`config.mk`:
```
export PLATFORM = sky130hd
export DESIGN_NAME = i3c_master_register_frontend
export DESIGN_NICKNAME = d
export VERILOG_FILES = /design/src/hdl/i3cm_fe_pkg.sv /design/src/hdl/i3c_master_register_frontend.sv
export VERILOG_INCLUDE_DIRS = /design/src /design/src/hdl
export SDC_FILE = /design/constraint.sdc
export NUM_CORES = 2
export LEC_CHECK = 0
export BUFFER_PORTS_ARGS = -buffer_cell sky130_fd_sc_hd__clkbuf_2
export CELL_PAD_IN_SITES_DETAIL_PLACEMENT = 1
export CELL_PAD_IN_SITES_GLOBAL_PLACEMENT = 2
export CORE_ASPECT_RATIO = 0.9
export CORE_MARGIN = 1
export CORE_UTILIZATION = 40
export CTS_CLUSTER_DIAMETER = 200
export DETAILED_ROUTE_END_ITERATION = 10
export GPL_ROUTABILITY_DRIVEN = 0
export PLACE_DENSITY = 0.63
export RECOVER_POWER = 25
export SYNTH_ARGS = -nofsm -noshare
export SYNTH_HDL_FRONTEND = slang
export SYNTH_SLANG_ARGS = --single-unit
```
`constraint.sdc`:
```
create_clock -name clk -period 6.5 [get_ports clk]
set_clock_uncertainty 0.2 [all_clocks]
set_input_delay 0.325 -clock clk [delete_from_list [all_inputs] [get_ports clk]]
set_output_delay 0.325 -clock clk [all_outputs]
set_load 0.005 [all_outputs]
```
`src/hdl/i3c_master_register_frontend_assert.svh`:
```
// Assertion macros for the I3C master register front end.
`ifndef I3C_MASTER_REGISTER_FRONTEND_ASSERT_SVH
`define I3C_MASTER_REGISTER_FRONTEND_ASSERT_SVH

// Same-cycle implication, checked out of reset.
`define FE_ASSERT_NOW(label, ante, cons, msg) \
	label: assert property (@(posedge clk) disable iff (!arst_n) (ante) |-> (cons)) \
		else $error(msg);

// Next-cycle implication, checked out of reset.
`define FE_ASSERT_NEXT(label, ante, cons, msg) \
	label: assert property (@(posedge clk) disable iff (!arst_n) (ante) |=> (cons)) \
		else $error(msg);

`endif

```
`src/hdl/i3cm_fe_pkg.sv`:
```
// Types and constants of the I3C master register front end.
package i3cm_fe_pkg;

	typedef enum logic [1:0] {
		KIND_READ  = 2'd0,
		KIND_WRITE = 2'd1,
		KIND_BYTE  = 2'd2,
		KIND_END   = 2'd3
	} kind_t;

	typedef enum logic [1:0] {
		CMD_NONE  = 2'd0,
		CMD_START = 2'd1,
		CMD_STOP  = 2'd2,
		CMD_SEND  = 2'd3
	} bus_cmd_t;

	// control register request field
	localparam logic [2:0] REQ_START  = 3'd1;
	localparam logic [2:0] REQ_STOP   = 3'd2;
	localparam logic [2:0] REQ_ASSIGN = 3'd4;

	// register byte offsets
	localparam logic [15:0] OFF_CTRL      = 16'h0084;
	localparam logic [15:0] OFF_STATUS    = 16'h0088;
	localparam logic [15:0] OFF_INTSET    = 16'h0090;
	localparam logic [15:0] OFF_INTCLR    = 16'h0094;
	localparam logic [15:0] OFF_INTMASKED = 16'h0098;
	localparam logic [15:0] OFF_ERR       = 16'h009c;
	localparam logic [15:0] OFF_DATACTRL  = 16'h00ac;
	localparam logic [15:0] OFF_TXB       = 16'h00b0;
	localparam logic [15:0] OFF_TXBE      = 16'h00b4;
	localparam logic [15:0] OFF_TXH       = 16'h00b8;
	localparam logic [15:0] OFF_TXHE      = 16'h00bc;
	localparam logic [15:0] OFF_RXB       = 16'h00c0;
	localparam logic [15:0] OFF_RXH       = 16'h00c8;

	localparam int ST_W  = 11;
	localparam int ERR_W = 3;

	localparam logic [ST_W-1:0]  ST_NACKED   = 11'h020;
	localparam logic [ST_W-1:0]  ST_CTRLDONE = 11'h200;
	localparam logic [ST_W-1:0]  ST_COMPLETE = 11'h400;
	localparam logic [ERR_W-1:0] ERR_NACK    = 3'b100;

	localparam logic [31:0] RD_RXPEND    = 32'h0000_0800;
	localparam logic [31:0] RD_TXNOTFULL = 32'h0000_1000;
	localparam logic [31:0] RD_ERRWARN   = 32'h0000_8000;
	localparam logic [31:0] RD_RXEMPTY   = 32'h8000_0000;

	typedef struct packed {
		kind_t       kind;
		logic [15:0] offset;
		logic [31:0] write_data;
		logic        target_ack;
		logic [7:0]  rx_byte;
	} item_t;

	typedef struct packed {
		logic [31:0] read_data;
		logic        irq;
		bus_cmd_t    bus_cmd;
		logic        bus_is_i2c;
		logic [6:0]  bus_addr;
		logic        bus_read;
		logic [7:0]  bus_data;
		logic [7:0]  read_length;
	} result_t;

endpackage

```
`src/hdl/i3c_master_register_frontend.sv`:
```
// Register front end of an I3C/I2C bus master: registers, status, irq and receive FIFO.
// One request per cycle unless the result stalls, each with one result: a request enters
// the input stage (where the scratch memory read lands) and its result is then registered
// in the result register. A stalled result holds the input stage, so item_stall follows
// result_stall in the same cycle. After reset the scratch memory is zeroed, one word per
// cycle; item_stall is high meanwhile.
`include "i3c_master_register_frontend_assert.svh"

module i3c_master_register_frontend
	import i3cm_fe_pkg::*;
#(
	parameter int RX_DEPTH  = 16,
	parameter int REG_WORDS = 64
) (
	input  logic    clk,
	input  logic    arst_n,
	input  logic    item_valid,
	output logic    item_stall,
	input  item_t   item,
	output logic    result_valid,
	input  logic    result_stall,
	output result_t result
);

	localparam int CW  = $clog2(RX_DEPTH + 1);
	localparam int PIW = (RX_DEPTH > 1) ? $clog2(RX_DEPTH) : 1;
	localparam int AW  = $clog2(REG_WORDS);

	// scratch memory and its clearing pass
	logic [31:0]   mem [REG_WORDS];
	logic          clearing_q;
	logic [AW-1:0] clr_idx_q;
	logic          mem_we;
	logic [AW-1:0] mem_waddr;
	logic [31:0]   mem_wdata;
	logic          in_word_range;
	logic          in_special_wr;

	// pipeline
	item_t       item_s1;
	logic        valid_s1;
	logic [31:0] rdata_s1;
	logic        item_acc;
	logic        adv;
	result_t     result_q;
	logic        result_valid_q;

	// architectural state
	logic [ST_W-1:0]  status_q;
	logic [ERR_W-1:0] err_q;
	logic [31:0]      irq_en_q;
	logic [7:0]       fifo_q [RX_DEPTH];
	logic [CW-1:0]    fill_q;
	logic [CW-1:0]    pos_q;
	logic [7:0]       rem_q;
	logic             i2c_q;

	logic [ST_W-1:0]  status_n;
	logic [ERR_W-1:0] err_n;
	logic [31:0]      irq_en_n;
	logic [CW-1:0]    fill_n;
	logic [CW-1:0]    pos_n;
	logic [7:0]       rem_n;
	logic             i2c_n;
	logic             fifo_we;
	logic [PIW-1:0]   fifo_widx;
	result_t          res_n;

	assign adv        = valid_s1 && (!result_valid_q || !result_stall);
	assign item_stall = clearing_q || (valid_s1 && !adv);
	assign item_acc   = item_valid && !item_stall;

	assign result       = result_q;
	assign result_valid = result_valid_q;

	// Scratch writes depend only on the request, so they go in at accept time;
	// a later read then always sees them.
	assign in_word_range = {1'b0, item.offset[15:2]} < 15'(REG_WORDS);
	assign in_special_wr = item.offset == OFF_STATUS || item.offset == OFF_ERR ||
		item.offset == OFF_INTSET || item.offset == OFF_INTCLR ||
		item.offset == OFF_TXB || item.offset == OFF_TXBE ||
		item.offset == OFF_TXH || item.offset == OFF_TXHE;

	always_comb begin
		if (clearing_q) begin
			mem_we    = 1'b1;
			mem_waddr = clr_idx_q;
			mem_wdata = '0;
		end else begin
			mem_we    = item_acc && item.kind == KIND_WRITE && in_word_range && !in_special_wr;
			mem_waddr = item.offset[AW+1:2];
			mem_wdata = (item.offset == OFF_DATACTRL) ?
				(item.write_data & ~32'h3) : item.write_data;
		end
	end

	always_ff @(posedge clk) begin
		if (mem_we) begin
			mem[mem_waddr] <= mem_wdata;
		end
		if (item_acc) begin
			rdata_s1 <= mem[item.offset[AW+1:2]];
			item_s1  <= item;
		end
	end

	always_ff @(posedge clk or negedge arst_n) begin
		if (!arst_n) begin
			clearing_q <= 1'b1;
			clr_idx_q  <= '0;
		end else if (clearing_q) begin
			if (clr_idx_q == AW'(REG_WORDS - 1)) begin
				clearing_q <= 1'b0;
			end else begin
				clr_idx_q <= clr_idx_q + 1'b1;
			end
		end
	end

	always_comb begin
		logic [31:0]  v;
		logic [7:0]   rdterm;
		logic [CW:0]  push_idx;
		logic         rd_word_ok;
		logic [31:0]  masked;

		v          = item_s1.write_data;
		rdterm     = v[23:16];
		push_idx   = {1'b0, pos_q} + {1'b0, fill_q};
		rd_word_ok = {1'b0, item_s1.offset[15:2]} < 15'(REG_WORDS);

		status_n  = status_q;
		err_n     = err_q;
		irq_en_n  = irq_en_q;
		fill_n    = fill_q;
		pos_n     = pos_q;
		rem_n     = rem_q;
		i2c_n     = i2c_q;
		fifo_we   = 1'b0;
		fifo_widx = push_idx[PIW-1:0];
		res_n     = '0;

		case (item_s1.kind)
			KIND_READ: begin
				if (item_s1.offset == OFF_STATUS) begin
					res_n.read_data = {21'b0, status_q} | RD_TXNOTFULL |
						((fill_q != '0) ? RD_RXPEND : 32'b0);
				end else if (item_s1.offset == OFF_ERR) begin
					res_n.read_data = {29'b0, err_q};
				end else if (item_s1.offset == OFF_INTMASKED) begin
					res_n.read_data = ({21'b0, status_q} |
						((err_q != '0) ? RD_ERRWARN : 32'b0)) & irq_en_q;
				end else if (item_s1.offset == OFF_DATACTRL) begin
					res_n.read_data = {8'(fill_q), 24'b0} |
						((fill_q == '0) ? RD_RXEMPTY : 32'b0);
				end else if (item_s1.offset == OFF_RXB || item_s1.offset == OFF_RXH) begin
					// pos + fill never exceeds the depth, so a nonempty FIFO has pos in range
					if (fill_q != '0) begin
						res_n.read_data = {24'b0, fifo_q[pos_q[PIW-1:0]]};
						pos_n  = pos_q + 1'b1;
						fill_n = fill_q - 1'b1;
					end
				end else if (rd_word_ok) begin
					res_n.read_data = rdata_s1;
				end
			end
			KIND_WRITE: begin
				if (item_s1.offset == OFF_CTRL) begin
					status_n = status_n | ST_CTRLDONE;
					case (v[2:0])
						REQ_START: begin
							res_n.bus_cmd     = CMD_START;
							res_n.bus_is_i2c  = v[4];
							res_n.bus_read    = v[8];
							res_n.bus_addr    = v[15:9];
							res_n.read_length = v[8] ? rdterm : 8'd0;
							i2c_n = v[4];
							rem_n = '0;
							if (!item_s1.target_ack) begin
								err_n    = err_n | ERR_NACK;
								status_n = status_n | ST_NACKED;
							end else if (v[8]) begin
								fill_n = '0;
								pos_n  = '0;
								rem_n  = (9'(rdterm) < 9'(RX_DEPTH)) ? rdterm : 8'(RX_DEPTH);
								if (rdterm == 8'd0) begin
									status_n = status_n | ST_COMPLETE;
								end
							end
						end
						REQ_STOP: begin
							res_n.bus_cmd    = CMD_STOP;
							res_n.bus_is_i2c = i2c_q;
							rem_n = '0;
						end
						REQ_ASSIGN: begin
							// no targets on the bus: assignment finishes at once
							status_n = status_n | ST_COMPLETE;
						end
						default: begin
						end
					endcase
				end else if (item_s1.offset == OFF_TXB || item_s1.offset == OFF_TXH ||
						item_s1.offset == OFF_TXBE || item_s1.offset == OFF_TXHE) begin
					res_n.bus_cmd    = CMD_SEND;
					res_n.bus_is_i2c = i2c_q;
					res_n.bus_data   = v[7:0];
					if (item_s1.offset == OFF_TXBE || item_s1.offset == OFF_TXHE) begin
						status_n = status_n | ST_COMPLETE;
					end
				end else if (item_s1.offset == OFF_STATUS) begin
					status_n = status_q & ~v[ST_W-1:0];
				end else if (item_s1.offset == OFF_ERR) begin
					err_n = err_q & ~v[ERR_W-1:0];
				end else if (item_s1.offset == OFF_INTSET) begin
					irq_en_n = irq_en_q | v;
				end else if (item_s1.offset == OFF_INTCLR) begin
					irq_en_n = irq_en_q & ~v;
				end else if (item_s1.offset == OFF_DATACTRL) begin
					if (v[1]) begin
						fill_n = '0;
						pos_n  = '0;
					end
				end
			end
			KIND_BYTE: begin
				if (rem_q != 8'd0) begin
					if (push_idx < (CW + 1)'(RX_DEPTH)) begin
						fifo_we = 1'b1;
						fill_n  = fill_q + 1'b1;
					end
					rem_n = rem_q - 1'b1;
					if (rem_q == 8'd1) begin
						status_n = status_n | ST_COMPLETE;
					end
				end
			end
			KIND_END: begin
				if (rem_q != 8'd0) begin
					rem_n    = '0;
					status_n = status_n | ST_COMPLETE;
				end
			end
			default: begin
			end
		endcase

		masked    = ({21'b0, status_n} | ((err_n != '0) ? RD_ERRWARN : 32'b0)) & irq_en_n;
		res_n.irq = |masked;
	end

	always_ff @(posedge clk) begin
		if (adv && fifo_we) begin
			fifo_q[fifo_widx] <= item_s1.rx_byte;
		end
		if (adv) begin
			result_q <= res_n;
		end
	end

	always_ff @(posedge clk or negedge arst_n) begin
		if (!arst_n) begin
			valid_s1       <= 1'b0;
			result_valid_q <= 1'b0;
			status_q       <= '0;
			err_q          <= '0;
			irq_en_q       <= '0;
			fill_q         <= '0;
			pos_q          <= '0;
			rem_q          <= '0;
			i2c_q          <= 1'b0;
		end else begin
			if (item_acc) begin
				valid_s1 <= 1'b1;
			end else if (adv) begin
				valid_s1 <= 1'b0;
			end
			if (adv) begin
				result_valid_q <= 1'b1;
			end else if (!result_stall) begin
				result_valid_q <= 1'b0;
			end
			if (adv) begin
				status_q <= status_n;
				err_q    <= err_n;
				irq_en_q <= irq_en_n;
				fill_q   <= fill_n;
				pos_q    <= pos_n;
				rem_q    <= rem_n;
				i2c_q    <= i2c_n;
			end
		end
	end

	`FE_ASSERT_NOW(a_fifo_bound, 1'b1, ({1'b0, pos_q} + {1'b0, fill_q}) <= (CW + 1)'(RX_DEPTH), "receive FIFO position plus fill beyond depth")
	`FE_ASSERT_NEXT(a_idle_byte, adv && item_s1.kind == KIND_BYTE && rem_q == 8'd0, $stable(fill_q) && $stable(rem_q), "byte with no read pending changed FIFO state")
	`FE_ASSERT_NOW(a_clear_empty, clearing_q, !valid_s1 && !result_valid_q, "request in flight during scratch clearing pass")

endmodule
```
== Word-level counts from Yosys, hierarchy flattened ==
Memory sizes are Yosys's and may differ from the RTL's. A register that Yosys moved wholly into a read port is not among the register bits.
Cells that the tools add are included.

* RAM bits: 2176
* Bits in registers: 193
* Input bits: 63
* Output and inout bits: 62
* Word-level logic and storage cells: 243
* Memories: 2

* Bitwise gates (word level): 16
* Reduce and logical (&&, ||, !) cells: 46
* Mux-type cells: 92
* Add/subtract/negate cells: 6
* Equal/unequal tests: 53
* $lt $le $gt $ge: 4

{| class="wikitable"
|+ Memories
! name !! depth !! bits a word !! rd ports !! clocked after Yosys merged registers in !! write ports !! line !! text
|-
| mem || 64 || 32 || 1 || 1 || 1 || i3c_master_register_frontend.sv:30 || <nowiki>logic [31:0] mem [REG_WORDS];</nowiki>
|-
| fifo_q || 16 || 8 || 1 || 0 || 1 || i3c_master_register_frontend.sv:52 || <nowiki>logic [7:0] fifo_q [RX_DEPTH];</nowiki>
|}

{| class="wikitable"
|+ Operator list
! operator !! count
|-
| 32-bit two-way mux || 15
|-
| 16-bit by 8-bit equality test with 1-bit output (second input constant) || 22
|-
| 5-bit two-way mux || 25
|-
| 11-bit two-way mux || 10
|-
| 16-bit by 32-bit bitwise AND with 32-bit output || 2
|-
| 8-bit two-way mux || 7
|-
| 11-bit case mux with 3 select lines || 1
|-
| 32-bit bitwise AND || 1
|-
| 16-bit two-way mux || 2
|-
| 32-bit inverter || 1
|-
| 11-bit by 16-bit OR with 16-bit output || 2
|-
| 29-bit by 32-bit OR with 32-bit output || 1
|-
| 32-bit OR || 1
|-
| 32-bit OR reduction || 1
|-
| 14-bit by 7-bit less-than comparator with 1-bit output (second input constant) || 2
|-
| 3-bit two-way mux || 9
|-
| 3-bit != test (second input constant) || 9
|-
| 8-bit case mux with 3 select lines || 1
|-
| 11-bit case mux with 2 select lines || 1
|-
| 2-bit != test (second input constant) || 10
|-
| 20-bit AND reduction || 1
|-
| 18-bit AND reduction || 1
|-
| 8-bit case mux with 2 select lines || 1
|-
| 5-bit case mux with 3 select lines || 1
|-
| other kinds (44) || 90
|}

== Logic depth before layout (Yosys ltp) ==
* Depth after elaboration: 14
* Mapped depth: 11
* Gate-level depth less buffers: 9

== Least setup slack after synthesis ==
OpenSTA, ideal clock, no wires.

* Path kind: register to register
* Start: register clearing_q
* End: memory mem[7][0] (enable)
* Slack: 852 ps
* Data arrival time: 5027 ps
* Data required time: 5879 ps
* Period minus slack after synthesis: 5648 ps
* Cell stages (with the launch flop): 8
* Path buffers: 1
* Setup time: 421 ps
* Path through: dfstp_2 clkbuf_1 a31oi_1 and2_1 o211ai_1 a21oi_1 nand2_1 nor2_1

* Word-level cells in the longest chain between the ends: 9
* Elaborated cells on any way between the ends: 10
* Classes of those cells: mux (4); reduce/logical (6)

{| class="wikitable"
|+ RTL lines
! element !! line !! text
|-
| from (decl) || i3c_master_register_frontend.sv:31 || <nowiki>logic clearing_q;</nowiki>
|-
| from (signal assigned) || i3c_master_register_frontend.sv:109 || <nowiki>clearing_q <= 1'b1;</nowiki>
|-
| from (signal assigned) || i3c_master_register_frontend.sv:113 || <nowiki>clearing_q <= 1'b0;</nowiki>
|-
| 1-bit logical OR || i3c_master_register_frontend.sv:70 || <nowiki>assign item_stall = clearing_q || (valid_s1 && !adv);</nowiki>
|-
| 1-bit logical NOT || i3c_master_register_frontend.sv:71 || <nowiki>assign item_acc = item_valid && !item_stall;</nowiki>
|-
| 1-bit logical AND || i3c_master_register_frontend.sv:71 ||
|-
| via item_acc || i3c_master_register_frontend.sv:43 || <nowiki>logic item_acc;</nowiki>
|-
| 1-bit logical AND (3 in a row) || i3c_master_register_frontend.sv:90 || <nowiki>mem_we = item_acc && item.kind == KIND_WRITE && in_word_range && !in_special_wr;</nowiki>
|-
| 1-bit two-way mux || i3c_master_register_frontend.sv:85 || <nowiki>if (clearing_q) begin</nowiki>
|-
| 1-bit two-way mux || i3c_master_register_frontend.sv:98 || <nowiki>if (mem_we) begin</nowiki>
|-
| 1-bit two-way mux (implied by the code) || i3c_master_register_frontend.sv:99 || <nowiki>mem[mem_waddr] <= mem_wdata;</nowiki>
|-
| to (decl) || i3c_master_register_frontend.sv:30 ||
|}

The timed path passes the listed nets, and every way through them passes these cells.

== Worst setup path in the final report ==
* Start: register clearing_q
* End: memory mem[31][23] (enable)

The elaborated chain is that of the path after synthesis.

==> metrics.log <==
INFO  metric post_synth_fa_ha_maj_area_fraction = 0.002210
INFO  metric grt_pass1_vias = 44,130
INFO  metric whs = 0.09424 ns
INFO  metric postRouteAntennaNets = 0
INFO  metric via_count_normalized_by_instance_count = roughly 5.8
INFO  metric cap_violations = 26
INFO  metric synth-simple-area-share = 0.02353
INFO  metric min_period_over_period = 0.8103
INFO  metric clockRootBuffer = clkbuf_16
INFO  metric setup_total_negative_slack = 0 ns
INFO  metric io-pin-count = approximately 130
INFO  metric postSynthRegisterBits = approximately 2,400
INFO  metric floorplan.rows = ~170
INFO  metric run_status = finished with violations
INFO  metric initial_utilization = 0.4029
INFO  metric grt_max_degree = roughly 120
INFO  metric antenna_violations_before_repair = 31
INFO  metric min_path_type = input port to register
INFO  metric final_hold_viol_count = 0
INFO  metric muxShareOfSynthArea = 0.1768
INFO  metric clock_insertion_delay_worst_skew = 0.89 ns
INFO  metric most_numerous_cell_types_in_the_synthesized_netlist = 2,319 x edfxtp_1, 712 x mux4_2, 142 x clkbuf_1
INFO  metric seq_cell_area = 70,990 um^2
INFO  metric placement.cell_area = 97,120 um^2
INFO  metric synth_enable_flop_cells = 2,319
INFO  metric htree_levels = 4
INFO  metric die_x = 506.8 um
INFO  metric worst_slew_margin_rel = -1.600
INFO  metric cts.clk_slew.worst_paths = about 0.060 ns
INFO  metric number_of_port_buffers = approximately 120
INFO  metric clock_tree_from_tritoncts = done
INFO  metric grt_first_pass_wirelength = 356,600 um
INFO  metric wirelength = approximately 250,000 um
INFO  metric synth_top_family_by_area = multiplexers
INFO  metric cellInternalPower = ~25,000 uW
INFO  metric synth_area_leaders = edfxtp_1 76%, mux4_2 17%, dfrtp_1 1.4%
INFO  metric drt-wirelength-per-cell = 33.69 um
INFO  metric final_slew_violations = 1,689
INFO  metric synth-seq-area-share = 0.7740
INFO  metric violations_in_the_final_reports = max-capacitance violations, max-slew violations
INFO  metric route.detailed.drc = 0
INFO  metric cp_max_fo = 32
INFO  metric average_cell_area_after_synthesis = 23.34 um^2
INFO  metric power_frac_seq = 0.521
INFO  metric share_of_the_synthesized_area_in_the_top_cell_type = 0.7592
INFO  metric synth_xor_area_frac = 0.0008594
INFO  metric synth-warning-count = 0
INFO  metric clock_path_buffers = 3
INFO  metric worst_ep_arrival_time = 5.54 ns
INFO  metric post_route_cells_drive_above_1_share = 0.2994
INFO  metric netSwitchingPower = 7620 uW
INFO  metric die_area = 231,200 um^2
INFO  metric worstReg2RegStart = clearing_q$_DFF_PN1_
INFO  metric dp.final_hpwl = 155,400 um
INFO  metric fmax = about 190 MHz
INFO  metric design.core.area = 227,600 um^2
INFO  metric area_growth_synth_to_finish = 14.59%
INFO  metric yosysMostFrequentCell = edfxtp_1
INFO  metric final_nets = 4,360
INFO  metric cp.required = 6.77 ns
INFO  metric synth_top_area_cell = edfxtp_1
INFO  metric syn_nets = 4,008
INFO  metric dominantRegCellSynth = edfxtp_1
INFO  metric timing_worst_setup_path_type = register to register
INFO  metric grt_use_total = 0.2197
INFO  metric r2r_cells = 6
INFO  metric tritoncts.num_buffers = 232
INFO  metric r2r_setup_slack = 1.23 ns
INFO  metric drt_pre_antenna_iters = 7
INFO  metric cp_slowest_cell = nor2_4
INFO  metric timing_worst_slew_pin_value = about 3.9 ns
INFO  metric vias = 43,230
INFO  metric final_design_area_no_fill = 105,100 um^2
INFO  metric timing.critical_path.slowest_cell_delay = 1.27 ns
INFO  metric vdd_drop_max = roughly 0.28 mV
INFO  metric setup.worst_path.end_class = register
INFO  metric area_taken_by_multi_input_logic_gates = 20,530 um^2
INFO  metric r2r-end = mem[31][23]$_DFFE_PP_
INFO  metric synth-compound-area-share = 0.01281
INFO  metric asyncSetResetFlopFracSynth = 0.02276
INFO  metric setup_viol_count_final = 0
INFO  metric cts_sinks = around 2,400
INFO  metric cp_cell_sequence = a31oi_1 > and2_0 > o211ai_1 > a21oi_1 > nand2_1 > nor2_4
INFO  metric pwr-share-clk = 0.403
INFO  metric finalWorstPathRequiredPeriod = approximately 5.3 ns
INFO  metric worst_setup_path_startpoint = clearing_q$_DFF_PN1_
INFO  metric syn_inst = 3,930
INFO  metric yosys.cell_types.count = between 70 and 80
INFO  metric worst_setup_endpoint = mem[31][23]$_DFFE_PP_
INFO  metric drt_iter0_markers = 4,827
INFO  metric power_density = 312.6 nW/um^2
INFO  metric post_cts_buffers = 0
INFO  metric num-fill-cells = 20,380
INFO  metric startpoint_type = register
INFO  metric sw_ratio = 0.2319
INFO  metric rsz0062_at_grt = false
INFO  metric grt_overflow_total = 0
INFO  metric synthesis.area = 91,720 um^2
INFO  metric cellLeakagePower = ~0.033 uW
INFO  metric combinationalPowerShare = 0.076
INFO  metric total_power = between 30,000 and 40,000 uW
INFO  metric die_span_in_y = 456.3 um
-- power groups by stage --
stage | clock network [uW] | registers [uW] | logic, uW
after floorplan | 0 | 17400 | 1480
after global placement | 0 | 17400 | 2470
after detailed placement | 0 | 17400 | 2500
after CTS | 13500 | 17100 | 2540
after global routing | 14000 | 17100 | 2640
final | 13200 | 17100 | 2480
-- layout make-up --
type,instances,area share
clock buffers,292,0.05757
multi-input cells,1331,0.1953
repair buffers,321,0.02127
inverters,23,0.0008333
clock inverters,145,0.01332
well taps,3024,0.03600
diodes,9,0.0002143
flip-flops and latches,2373,0.6755
-- metrics by stage --
stage / setup slack, ns / util / std cells
4_1_cts: 2.100 / 0.4624 / 7508
3_5_place_dp: 1.716 / 0.4267 / 7002
3_3_place_gp: 1.690 / 0.4267 / 7002
6_report: 1.233 / 0.4617 / 7518
2_1_floorplan: 0.8517 / - / 3930
5_1_grt: 0.9897 / 0.4616 / 7513
-- registers in the layout (all words and copies together) (netlist names) --
signal        cells
rdata_s1         32
err_q             3
fifo_q          128
irq_en_q         12
clearing_q        1
fill_q            5
item_s1          51
valid_s1          1
result           60
result_valid      1
mem            2048
clr_idx_q         6
pos_q             5
status_q         11
rem_q             8
i2c_q             1
-- per-layer routing --
| metal | track usage | wire length (um) | up-vias |
|---|---|---|---|
| li1 | - | - | 17580 |
| met1 | 0.3253 | 112400 | 24050 |
| met2 | 0.3526 | 122800 | 1351 |
| met3 | 0.02744 | 13620 | 257 |
| met4 | 0.04215 | 4469 | 0 |
| met5 | 0 | 0 | - |
-- worst max-delay path: cells and delay by family (launching register included) --
kind,cells,cell delay (ns)
DFF,1,0.84
AOI/OAI and AO/OA,3,1.08
and+or+nand+nor,3,2.66
-- how the worst min path moves through the flow --
stage                         start                        to  slack (ns)  cells after the start
6_report                   item[18]     item_s1[18]$_DFFE_PP_        0.09                      2
5_1_grt                    item[20]     item_s1[20]$_DFFE_PP_        0.05                      2
4_1_cts                    item[20]     item_s1[20]$_DFFE_PP_        0.01                      2
3_5_place_dp   rem_q[7]$_DFFE_PN0P_      rem_q[7]$_DFFE_PN0P_        0.28                      1
3_3_place_gp   rem_q[7]$_DFFE_PN0P_      rem_q[7]$_DFFE_PN0P_        0.26                      1
2_1_floorplan                arst_n  clr_idx_q[0]$_DFFE_PN0P_       -0.17                      0
-- kinds of logic (layout without fill, tap and decap cells) --
logic type,count (synthesis),count (layout)
compound gates,166,166
xor+xnor,9,9
flops,2373,2373
simple gates,413,413
other cells,0,9
buf+inv,226,781
fa+ha+maj,15,15
mux,728,728
-- cell usage in the layout (no fill, tap or decap), drive strengths merged, types with 6 or more instances in the layout --
master       instances
buf                102
inv                 28
a21boi               8
edfxtp            2319
o22ai                8
nand3               21
mux2                10
mux4               712
nor2b               42
a21oi               24
dlygate4sd3         69
dfrtp               53
clkinv             115
bufinv              17
or4                  9
o21ai               30
nor2               125
and2                26
a31oi               12
a22o                16
nand2b              10
a22oi               12
nand4               12
mux2i                6
nor4                15
nor3                27
nand2               76
o31ai               10
clkinvlp             8
clkbuf             442
diode                9
and3                25
ha                  13
-- what timing repair did --
| item | in CTS | in global routing |
|---|---|---|
| gates resized for setup | 0 | 0 |
| hold endpoints to repair | 150 | 0 |
| hold buffers | 69 | 0 |
Power figures use the tool's default switching activity.
